<file path="config.mk">
export PLATFORM = sky130hd
export DESIGN_NAME = hsv_to_rgb_converter_core_flat
export DESIGN_NICKNAME = d
export VERILOG_FILES = /design/src/hdl/hsvc_pkg.sv /design/src/hdl/hsvc_pixel_if.sv /design/src/hdl/hsvc_rgb_if.sv /design/src/hdl/hsvc_angle.sv /design/src/hdl/hsvc_levels.sv /design/src/hdl/hsv_to_rgb_converter_core.sv /design/src/flat_wrapper.sv
export SDC_FILE = /design/constraint.sdc
export NUM_CORES = 2
export LEC_CHECK = 0
export ABC_AREA = 0
export BUFFER_PORTS_ARGS = -buffer_cell sky130_fd_sc_hd__buf_2
export CORE_ASPECT_RATIO = 0.8
export CORE_MARGIN = 3
export CORE_UTILIZATION = 60
export CTS_CLUSTER_DIAMETER = 150
export DETAILED_ROUTE_END_ITERATION = 10
export PLACE_DENSITY = 0.77
export SYNTH_ARGS = -nofsm -noshare
export SYNTH_HDL_FRONTEND = slang
export SYNTH_SLANG_ARGS = --single-unit
</file>
<file path="constraint.sdc">
create_clock -name clk -period 8.19 [get_ports clk]
set_input_delay 0 -clock clk [delete_from_list [all_inputs] [get_ports clk]]
set_output_delay 0 -clock clk [all_outputs]
set_load 0.01 [all_outputs]
</file>
<file path="src/hdl/hsvc_pkg.sv">
// ----------------------------------------------------------------------------
// hsvc_pkg
// Types, constants and helpers shared by the HSV to RGB converter pipeline.
// ----------------------------------------------------------------------------
package hsvc_pkg;

  localparam int HueWidth   = 9;
  localparam int ChanWidth  = 8;
  localparam int QuotWidth  = 4;   // hue / 60 for a 9-bit hue is 0..8
  localparam int RemWidth   = 6;   // hue mod 60
  localparam int ScaleWidth = 16;  // 255 * brightness
  localparam int WeightWidth = 14; // 15360 - k * saturation
  localparam int NumStages  = 6;

  // floor(hue / 60) == (hue * 1093) >> 16 for every 9-bit hue
  localparam int HueRecip      = 1093;
  localparam int HueRecipWidth = 11;
  localparam int HueRecipShift = 16;

  // floor(y / 60) == (y * 69906) >> 22 for y below 2^16
  localparam int DivRecip      = 69906;
  localparam int DivRecipWidth = 17;
  localparam int DivRecipShift = 22;

  localparam int SectorDeg  = 60;
  localparam int WeightFull = 15360;  // 60 * 256

  typedef logic [2:0] sector_t;

  localparam sector_t Sector0 = 3'd0;
  localparam sector_t Sector1 = 3'd1;
  localparam sector_t Sector2 = 3'd2;
  localparam sector_t Sector3 = 3'd3;
  localparam sector_t Sector4 = 3'd4;
  localparam sector_t Sector5 = 3'd5;

  typedef struct packed {
    sector_t                 sector;
    logic [RemWidth-1:0]     rem;
    logic [ChanWidth-1:0]    sat;
    logic [ScaleWidth-1:0]   scaled;
  } angle_t;

  typedef struct packed {
    sector_t              sector;
    logic [ChanWidth-1:0] lv;
    logic [ChanWidth-1:0] lp;
    logic [ChanWidth-1:0] lq;
    logic [ChanWidth-1:0] lt;
  } levels_t;

  // quotient hue/60 (0..8) wrapped modulo 6
  function automatic sector_t quot_to_sector(input logic [QuotWidth-1:0] quot);
    sector_t s;
    unique case (quot)
      4'd0:    s = Sector0;
      4'd1:    s = Sector1;
      4'd2:    s = Sector2;
      4'd3:    s = Sector3;
      4'd4:    s = Sector4;
      4'd5:    s = Sector5;
      4'd6:    s = Sector0;
      4'd7:    s = Sector1;
      4'd8:    s = Sector2;
      default: s = Sector0;
    endcase
    return s;
  endfunction

endpackage

</file>
<file path="src/hdl/hsvc_pixel_if.sv">
// ----------------------------------------------------------------------------
// hsvc_pixel_if
// Valid/ready channel carrying one HSV pixel.
// ----------------------------------------------------------------------------
interface hsvc_pixel_if;
  logic                            valid;
  logic                            ready;
  logic [hsvc_pkg::HueWidth-1:0]   hue;
  logic [hsvc_pkg::ChanWidth-1:0]  saturation;
  logic [hsvc_pkg::ChanWidth-1:0]  brightness;

  modport source (output valid, output hue, output saturation, output brightness,
                  input ready);
  modport sink (input valid, input hue, input saturation, input brightness,
                output ready);
endinterface

</file>
<file path="src/hdl/hsvc_rgb_if.sv">
// ----------------------------------------------------------------------------
// hsvc_rgb_if
// Valid/ready channel carrying one RGB pixel.
// ----------------------------------------------------------------------------
interface hsvc_rgb_if;
  logic                            valid;
  logic                            ready;
  logic [hsvc_pkg::ChanWidth-1:0]  red;
  logic [hsvc_pkg::ChanWidth-1:0]  green;
  logic [hsvc_pkg::ChanWidth-1:0]  blue;

  modport source (output valid, output red, output green, output blue, input ready);
  modport sink (input valid, input red, input green, input blue, output ready);
endinterface

</file>
<file path="src/hdl/hsvc_angle.sv">
// ----------------------------------------------------------------------------
// hsvc_angle
// Two pipeline stages: split the hue into sector and remainder, scale value.
// ----------------------------------------------------------------------------
module hsvc_angle (
  input  logic                            clk,
  input  logic [1:0]                      en,
  input  logic [hsvc_pkg::HueWidth-1:0]   hue,
  input  logic [hsvc_pkg::ChanWidth-1:0]  saturation,
  input  logic [hsvc_pkg::ChanWidth-1:0]  brightness,
  output hsvc_pkg::angle_t                angle
);

  localparam int ProdWidth = hsvc_pkg::HueWidth + hsvc_pkg::HueRecipWidth;

  logic [ProdWidth-1:0]                 quot_prod;
  logic [hsvc_pkg::HueWidth-1:0]        hue0;
  logic [hsvc_pkg::QuotWidth-1:0]       quot0;
  logic [hsvc_pkg::ChanWidth-1:0]       sat0;
  logic [hsvc_pkg::ScaleWidth-1:0]      scaled0;
  logic [hsvc_pkg::HueWidth-1:0]        rem_full;

  assign quot_prod = ProdWidth'(hue) *
                     ProdWidth'(hsvc_pkg::HueRecip);

  // stage 0: quotient by reciprocal, 255*v as shift minus value
  always_ff @(posedge clk) begin
    if (en[0]) begin
      hue0    <= hue;
      quot0   <= quot_prod[hsvc_pkg::HueRecipShift +: hsvc_pkg::QuotWidth];
      sat0    <= saturation;
      scaled0 <= {brightness, {hsvc_pkg::ChanWidth{1'b0}}} -
                 hsvc_pkg::ScaleWidth'(brightness);
    end
  end

  assign rem_full = hue0 - hsvc_pkg::HueWidth'(quot0) *
                    hsvc_pkg::HueWidth'(hsvc_pkg::SectorDeg);

  // stage 1: remainder and wrapped sector
  always_ff @(posedge clk) begin
    if (en[1]) begin
      angle.sector <= hsvc_pkg::quot_to_sector(quot0);
      angle.rem    <= rem_full[hsvc_pkg::RemWidth-1:0];
      angle.sat    <= sat0;
      angle.scaled <= scaled0;
    end
  end

endmodule

</file>
<file path="src/hdl/hsvc_levels.sv">
// ----------------------------------------------------------------------------
// hsvc_levels
// Three pipeline stages forming the blend levels v, p, q and t.
// ----------------------------------------------------------------------------
module hsvc_levels (
  input  logic              clk,
  input  logic [2:0]        en,
  input  hsvc_pkg::angle_t  angle,
  output hsvc_pkg::levels_t levels
);

  localparam int CW  = hsvc_pkg::ChanWidth;
  localparam int SW  = hsvc_pkg::ScaleWidth;
  localparam int WW  = hsvc_pkg::WeightWidth;
  localparam int RW  = hsvc_pkg::RemWidth;
  localparam int PW  = SW + CW + 1;          // scaled * (256 - sat)
  localparam int XW  = SW + WW;              // scaled * weight
  localparam int YW  = XW - SW;              // weight product >> 16
  localparam int DW  = YW + hsvc_pkg::DivRecipWidth;
  localparam int KW  = RW + CW;              // rem * sat

  // stage 2 signals
  logic [PW-1:0]        p_prod;
  logic [KW-1:0]        rq_prod;
  logic [KW-1:0]        rt_prod;
  hsvc_pkg::sector_t    sector2;
  logic [SW-1:0]        scaled2;
  logic [CW-1:0]        lv2;
  logic [CW-1:0]        lp2;
  logic [WW-1:0]        wq2;
  logic [WW-1:0]        wt2;

  // stage 3 signals
  logic [XW-1:0]        xq;
  logic [XW-1:0]        xt;
  hsvc_pkg::sector_t    sector3;
  logic [CW-1:0]        lv3;
  logic [CW-1:0]        lp3;
  logic [YW-1:0]        yq3;
  logic [YW-1:0]        yt3;

  // stage 4 signals
  logic [DW-1:0]        dq;
  logic [DW-1:0]        dt;

  assign p_prod  = PW'(angle.scaled) * (PW'(1 << CW) - PW'(angle.sat));
  assign rq_prod = KW'(angle.rem) * KW'(angle.sat);
  assign rt_prod = (KW'(hsvc_pkg::SectorDeg) - KW'(angle.rem)) * KW'(angle.sat);

  always_ff @(posedge clk) begin
    if (en[0]) begin
      sector2 <= angle.sector;
      scaled2 <= angle.scaled;
      lv2     <= angle.scaled[SW-1 -: CW];
      lp2     <= p_prod[SW +: CW];
      wq2     <= WW'(hsvc_pkg::WeightFull) - WW'(rq_prod);
      wt2     <= WW'(hsvc_pkg::WeightFull) - WW'(rt_prod);
    end
  end

  assign xq = XW'(scaled2) * XW'(wq2);
  assign xt = XW'(scaled2) * XW'(wt2);

  always_ff @(posedge clk) begin
    if (en[1]) begin
      sector3 <= sector2;
      lv3     <= lv2;
      lp3     <= lp2;
      yq3     <= xq[SW +: YW];
      yt3     <= xt[SW +: YW];
    end
  end

  // divide by 60 through the reciprocal; quotient never exceeds 254
  assign dq = DW'(yq3) * DW'(hsvc_pkg::DivRecip);
  assign dt = DW'(yt3) * DW'(hsvc_pkg::DivRecip);

  always_ff @(posedge clk) begin
    if (en[2]) begin
      levels.sector <= sector3;
      levels.lv     <= lv3;
      levels.lp     <= lp3;
      levels.lq     <= dq[hsvc_pkg::DivRecipShift +: CW];
      levels.lt     <= dt[hsvc_pkg::DivRecipShift +: CW];
    end
  end

endmodule

</file>
<file path="src/hdl/hsv_to_rgb_converter_core.sv">
// ----------------------------------------------------------------------------
// hsv_to_rgb_converter_core
// Pipelined HSV to RGB pixel converter with valid/ready channels.
// ----------------------------------------------------------------------------
// Usage:
//   pixel carries hue (0..359 degrees, larger codes wrap by sector),
//   saturation and brightness (code/256). color carries red, green, blue.
//   A transaction completes on a rising edge with valid and ready high.
//   Six register stages lie between pixel and color. One pixel per
//   cycle is sustained; the rate is set by the output register being
//   free or taken. Each stage has its own valid bit and advances when it
//   is empty or the stage after it advances, so bubbles are squeezed out
//   while color is stalled; pixel.ready drops only once all six stages
//   hold a pixel.
//   A stall holds every pixel in place: nothing is lost or repeated.
//   Synchronous reset (rst) empties the pipeline; color.valid is low in
//   the cycle after reset.
// ----------------------------------------------------------------------------
module hsv_to_rgb_converter_core (
  input  logic       clk,
  input  logic       rst,
  hsvc_pixel_if.sink pixel,
  hsvc_rgb_if.source color
);

  localparam int NS = hsvc_pkg::NumStages;

  logic [NS-1:0]      vld;
  logic [NS-1:0]      en;
  hsvc_pkg::angle_t   angle;
  hsvc_pkg::levels_t  levels;

  always_comb begin
    en[NS-1] = !vld[NS-1] || color.ready;
    for (int i = NS - 2; i >= 0; i--) begin
      en[i] = !vld[i] || en[i+1];
    end
  end

  always_ff @(posedge clk) begin
    if (rst) begin
      vld <= '0;
    end else begin
      if (en[0]) vld[0] <= pixel.valid;
      for (int i = 1; i < NS; i++) begin
        if (en[i]) vld[i] <= vld[i-1];
      end
    end
  end

  assign pixel.ready = en[0];

  hsvc_angle u_angle (
    .clk        (clk),
    .en         (en[1:0]),
    .hue        (pixel.hue),
    .saturation (pixel.saturation),
    .brightness (pixel.brightness),
    .angle      (angle)
  );

  hsvc_levels u_levels (
    .clk    (clk),
    .en     (en[4:2]),
    .angle  (angle),
    .levels (levels)
  );

  // output stage: place the levels on the channels by sector
  always_ff @(posedge clk) begin
    if (en[NS-1]) begin
      unique case (levels.sector)
        hsvc_pkg::Sector0: begin
          color.red <= levels.lp; color.green <= levels.lq; color.blue <= levels.lv;
        end
        hsvc_pkg::Sector1: begin
          color.red <= levels.lt; color.green <= levels.lp; color.blue <= levels.lv;
        end
        hsvc_pkg::Sector2: begin
          color.red <= levels.lv; color.green <= levels.lp; color.blue <= levels.lq;
        end
        hsvc_pkg::Sector3: begin
          color.red <= levels.lv; color.green <= levels.lt; color.blue <= levels.lp;
        end
        hsvc_pkg::Sector4: begin
          color.red <= levels.lq; color.green <= levels.lv; color.blue <= levels.lp;
        end
        default: begin
          color.red <= levels.lp; color.green <= levels.lv; color.blue <= levels.lt;
        end
      endcase
    end
  end

  assign color.valid = vld[NS-1];

`ifndef SYNTHESIS
  // input is refused only when every stage holds a pixel
  a_full_when_blocked: assert property (@(posedge clk) disable iff (rst)
    !pixel.ready |-> (&vld))
    else $error("input stalled with an empty pipeline stage");

  // a pixel behind a stalled output stays put
  a_hold_behind_stall: assert property (@(posedge clk) disable iff (rst)
    (vld[NS-1] && !color.ready && vld[NS-2]) |=> (vld[NS-1] && vld[NS-2]))
    else $error("pixel dropped while output stalled");

  // reset empties the pipeline
  a_reset_empty: assert property (@(posedge clk)
    rst |=> (!color.valid && vld == '0))
    else $error("pipeline not empty after reset");
`endif

endmodule
</file>
<file path="src/flat_wrapper.sv">
// flat-port wrapper written by rule: the top's interface ports become plain ports
module hsv_to_rgb_converter_core_flat 
  (clk, rst, pixel_valid, pixel_hue, pixel_saturation, pixel_brightness, pixel_ready, color_valid, color_red, color_green, color_blue, color_ready);
  hsvc_pixel_if pixel_i ();
  hsvc_rgb_if color_i ();
  input  logic clk;
  input  logic rst;
  input wire logic [$bits(pixel_i.valid)-1:0] pixel_valid;
  input wire logic [$bits(pixel_i.hue)-1:0] pixel_hue;
  input wire logic [$bits(pixel_i.saturation)-1:0] pixel_saturation;
  input wire logic [$bits(pixel_i.brightness)-1:0] pixel_brightness;
  output wire logic [$bits(pixel_i.ready)-1:0] pixel_ready;
  output wire logic [$bits(color_i.valid)-1:0] color_valid;
  output wire logic [$bits(color_i.red)-1:0] color_red;
  output wire logic [$bits(color_i.green)-1:0] color_green;
  output wire logic [$bits(color_i.blue)-1:0] color_blue;
  input wire logic [$bits(color_i.ready)-1:0] color_ready;
  assign pixel_i.valid = pixel_valid;
  assign pixel_i.hue = pixel_hue;
  assign pixel_i.saturation = pixel_saturation;
  assign pixel_i.brightness = pixel_brightness;
  assign pixel_ready = pixel_i.ready;
  assign color_valid = color_i.valid;
  assign color_red = color_i.red;
  assign color_green = color_i.green;
  assign color_blue = color_i.blue;
  assign color_i.ready = color_ready;
  hsv_to_rgb_converter_core u_core (.clk(clk), .rst(rst), .pixel(pixel_i), .color(color_i));
endmodule
</file>
# After elaboration in Yosys (flattened, before gate mapping)

Memory sizes are Yosys's and may differ from the RTL's. A register that Yosys moved wholly into a read port is not among the register bits.
Index checks and enable logic that the tools add are counted.

Reductions and logical operators: 17
Equality and inequality tests: 4
Multipliers: 9
Multiplexer cells: 3
Add/sub/neg operators: 6

Operators by type and width:

| operator               | count |
|---|---|
| $pmux 8 s3             | 3 |
| $mul 16x14->30         | 2 |
| $mul 14x16->29 const B | 2 |
| $sub 14x14->14 const A | 2 |
| $mul 16x25->24         | 1 |
| $mul 9x11->20 const B  | 1 |
| $sub 16x8->16          | 1 |
| $mul 6x8->14           | 1 |
| $mul 7x9->14           | 1 |
| $sub 9x8->10 const A   | 1 |
| $reduce_or 2->1        | 4 |
| $sub 6x6->7 const A    | 1 |
| $eq 3x2->1 const B     | 2 |
| $logic_not 1->1        | 6 |
| $logic_or 1x1->1       | 6 |
| $sub 6x6->6            | 1 |
| $mul 4x1->4 const B    | 1 |
| $eq 3x1->1 const B     | 1 |
| $eq 3x3->1 const B     | 1 |
| $logic_not 3->1        | 1 |

Logic and storage cells: 72
Input bits: 29
Bits in read-only memories: 48
Memories kept: 1
Flip-flop bits (word level): 239

Memory list:

| name            | depth | bits a word | rd ports | clocked after Yosys merged registers in | wr ports | RTL line       | text |
|---|---|---|---|---|---|---|---|
| (no name shown) | 16    | 3           | 1        | 1                                       | 0        | hsvc_pkg.sv:55 | `unique case (quot)` |

# Longest topological paths before layout

Word-level depth: 7
Depth in mapped cells: 26
Gate-level depth less buffers: 26

# By module

Synthesis repeated with hierarchy kept, for this count alone.

Cells, all modules: 3,414
Area, all modules: 34,639.5 sq um

By module, submodules not included:

| module                    | area an instance (sq um) | sequential area each (sq um) | cells an instance | instances |
|---|---|---|---|---|
| hsvc_levels               | 29,632.2                 | 4,083.9                      | 3,022             | 1 |
| hsvc_angle                | 3,123.0                  | 2,011.9                      | 200               | 1 |
| hsv_to_rgb_converter_core | 1,884.3                  | 840.8                        | 192               | 1 |

# Least setup slack after synthesis

Ideal clock, no wire load.

Kind: register to register
Start: register u_core.u_angle.angle[16] (netlist name)
End: register u_core.u_levels.lp2[7] (data pin)
Path slack: 1.628 ns
Period minus slack after synthesis: 6.562 ns
Required time: 7.930 ns
Cell stages (with the launch flop): 27
Setup time: 0.260 ns
Data arrival time: 6.302 ns
Path through: edfxtp_1 > inv_1 > ha_1 > nand2_1 > or3_1 > xor2_1 > and2_1 > fa_1 > inv_1 > fa_1 > inv_1 > fa_1 > inv_1 > fa_1 > inv_1 > fa_1 > inv_1 > fa_1 > inv_1 > ha_1 > and4_1 > nand4_1 > o2111ai_1 > a211oi_1 > o31ai_1 > a21oi_1 > xnor2_1

Word-level cells in the longest chain between the ends: 2

Ends and longest elaborated chain:

| element                        | RTL line          | text |
|---|---|---|
| $sub 9x8->10                   | hsvc_levels.sv:46 | `assign p_prod = PW'(angle.scaled) * (PW'(1 << CW) - PW'(angle.sat));` |
| $mul 16x25->24                 | hsvc_levels.sv:46 |  |
| via u_core.u_levels.p_prod[23] | hsvc_levels.sv:23 | `logic [PW-1:0] p_prod;` |
| to (signal assigned)           | hsvc_levels.sv:55 | `lp2 <= p_prod[SW +: CW];` |
| to (decl)                      | hsvc_levels.sv:29 | `logic [CW-1:0] lp2;` |

The timed path passes the listed nets, and every way through them passes these cells.
A chain may end at the register's enable or synchronous reset.

# Worst setup path after layout

Start: register u_core.u_angle.angle[17] (netlist name)
End: register u_core.u_levels.lp2[7] (data pin)

Word-level cells in the longest chain between the ends: 2

Ends and longest elaborated chain:

| element                        | RTL line |
|---|---|
| $sub 9x8->10                   | hsvc_levels.sv:46 |
| $mul 16x25->24                 | hsvc_levels.sv:46 |
| via u_core.u_levels.p_prod[23] | hsvc_levels.sv:23 |

The timed path passes the listed nets, and every way through them passes these cells.

==> reports/results.ini <==
[critical_path]
cp_data_required_time_ps = 8480
cp-end-kind = flop
cp_max_fo = 13
crit_type = flop to flop
start_kind = flop
worstPathArrival_ps = 7620

[clock_network]
cts_tree = yes
path_clk_slew_ps = 70
clk_latency_ps = 540
htreeDepth = 1
cts_buffers = 24
cts_buffer_depth = 3
clock-root-buffer = clkbuf_16
clkSinkCount = 233

[sta]
clock.fmax_mhz = 136
rsz0062_at_grt = false
setup_violations = 0
whs_ps = 34.2
tightest_slew_ps = 1230
fin_crit_sh_pct = 89.5
slew_viol_final = 0
finalSetupTns_ps = 0
slew_headroom_pct = 18.0
fin_ws_ps = 859
worst_clock_skew_ps = 13.7
period_minus_slack_ps = 7330
hold_violations = 0

[floorplanning]
dieArea_um2 = 60900
die_w_um = 275
rows = 78
chipHeight_um = 221
start_util_pct = 61.0
core_area_um2 = 57000
ios = 55

[detailed_routing]
drt_first_pass_iters = 5
vias = 23125
routedWlPerCell_um = 16.9
vias_per_cell = 5.43
routed_wl_um = 72100
drt-initial-drc-count = 1517
ant_nets = 0
drc = 0

[synthesis]
yosys_warnings = 0
synth-edff-count = 227
synth_area_um2 = 34700
synthArstFlopShare_pct = 0
syn_inst = 3441
ys_types = 64
ys_ff_latch = 233
syn_avg_cell_area_um2 = 10.1
ys.flop_type = edfxtp_1
synth_nets = 4529
ys_seq_area_share_pct = 20.0

[grt]
grt_max_degree = 55
grt_use_met2_pct = 40.5
use_met3_pct = 3.97
first_global_vias = 24272
grt_use_total_pct = 24.7
antenna_found_initial = 2
overflow = 0
grt_pass1_wl_um = 121000
busiest_layer = met2
met1_usage_pct = 35.3

[placement]
place_ws_ps = 890
numPortBuffers = 54
place.gp.congestion = 0.864
post-dp-hpwl_um = 57900

[status]
status = finished, final reports clean

[flow_run]
max_cap_violations = 0

[final_layout]
syn_to_final_growth_pct = 6.29
nets = 4568
layout-drive-gt1-share_pct = 4.41

[min_path]
hold_path.class = primary input to flop

-- worst max-delay path, cell delays in order, from the launching register on --
cell and delay [ps]:
edfxtp_1 580, inv_1 180, ha_1 200, nand2_1 80
or3_1 340, xor2_1 190, and2_1 190, fa_1 500
inv_1 60, fa_1 530, inv_1 50, fa_1 500
inv_1 50, fa_1 480, inv_1 60, fa_1 540
inv_1 60, fa_1 540, inv_1 40, ha_1 270
and4_1 190, nand4_1 100, o2111ai_1 500, a211oi_1 200
o31ai_1 370, a21oi_1 130, xnor2_1 130
-- sequential cells by signal (all words and copies together), names as in the netlist, 13 cells and up --
name / cells
u_core.u_levels.yq3: 14
u_core.u_levels.levels: 35
u_core.u_levels.scaled2: 16
u_core.u_angle.scaled0: 16
u_core.u_levels.yt3: 14
u_core.u_levels.wt2: 13
u_core.u_angle.angle: 33
u_core.u_levels.wq2: 14
-- final timing paths --
path	slack [ps]	cells after the start	end	from
worst max-delay path	860	26	u_core.u_levels.lp2[7]$_DFFE_PP_	u_core.u_angle.angle[17]$_DFFE_PP_
worst min-delay path	30	3	u_core.u_angle.quot0[1]$_DFFE_PP_	pixel_hue[7]
worst max register to register	860	26	u_core.u_levels.lp2[7]$_DFFE_PP_	u_core.u_angle.angle[17]$_DFFE_PP_
worst min register to register	410	0	u_core.u_angle.angle[7]$_DFFE_PP_	u_core.u_angle.scaled0[7]$_DFFE_PP_
-- per-layer routing --
layer / wire (um) / vias up
li1: - / 10928
met1: 32500 / 11420
met2: 33300 / 689
met3: 5120 / 86
met4: 1160 / 2
met5: 13 / -
-- kinds of logic (layout without fill, tap and decap cells) --
logic type	count (synthesis)	count (layout)	synth area share [%]
xor+xnor	96	96	2.42
buf+inv	841	895	9.09
mux	41	41	1.24
compound gates	276	276	5.09
fa+ha+maj	1059	1059	49.4
flops	233	233	20.0
simple gates	895	895	12.8
other cells	0	1	0
-- through the flow --
stage | instance area, um2 | utilization (%) | instances
6_report | 36900 | 64.8 | 4256
3_3_place_gp | 35800 | 62.9 | 4181
3_5_place_dp | 35800 | 62.9 | 4181
2_1_floorplan | 34700 | - | 3441
4_1_cts | 36900 | 64.8 | 4255
5_1_grt | 36900 | 64.8 | 4255
-- placed cells by master, fill, tap and decap left out, types with 33 or more instances in the layout --
master         count
a21oi_1           99
and2_1           322
buf_2             54
buf_4             35
dlygate4sd3_1     33
edfxtp_1         227
fa_1             522
ha_1             537
inv_1            730
nand2_1          378
nor2_1            82
o21ai_0           40
xnor2_1           67
-- final cells by class --
| class | instances | area (um2) |
|---|---|---|
| multi-input cells | 2367 | 24700 |
| fillers | 4416 | 20100 |
| flip-flops and latches | 233 | 6940 |
| inverters | 732 | 2750 |
| well taps | 760 | 951 |
| repair buffers | 122 | 863 |
| clock buffers | 26 | 629 |
| clock inverters | 15 | 146 |
| diodes | 1 | 2.50 |
-- timing repair --
item	CTS	global route
endpoints found under the hold margin	38	0
buffers inserted	0	0
endpoints found under the setup margin	0	0
hold buffers	33	0
gates resized for setup	0	0
-- Yosys cell counts (11+ instances only) --
cell	instances	area, um2
ha_1	537	6720
nor2b_1	25	156
nor2_1	82	308
a21oi_1	99	495
xor2_1	29	254
a21o_1	29	218
inv_1	731	2740
and3_1	12	75.1
xnor2_1	67	587
mux2i_1	24	240
fa_1	522	10500
nand2_1	379	1420
and2_1	322	2010
a211oi_1	21	158
nor3_1	17	85.1
mux2_2	17	191
o21a_1	14	105
clkbuf_1	104	390
nand3_1	11	55.1
nand4_1	14	87.6
a31oi_1	11	68.8
o21ai_0	40	200
edfxtp_1	227	6820
Power is left out: the tool's default activity adds up to more than one toggle a clock period on the data nets, which glitch-free logic cannot reach.
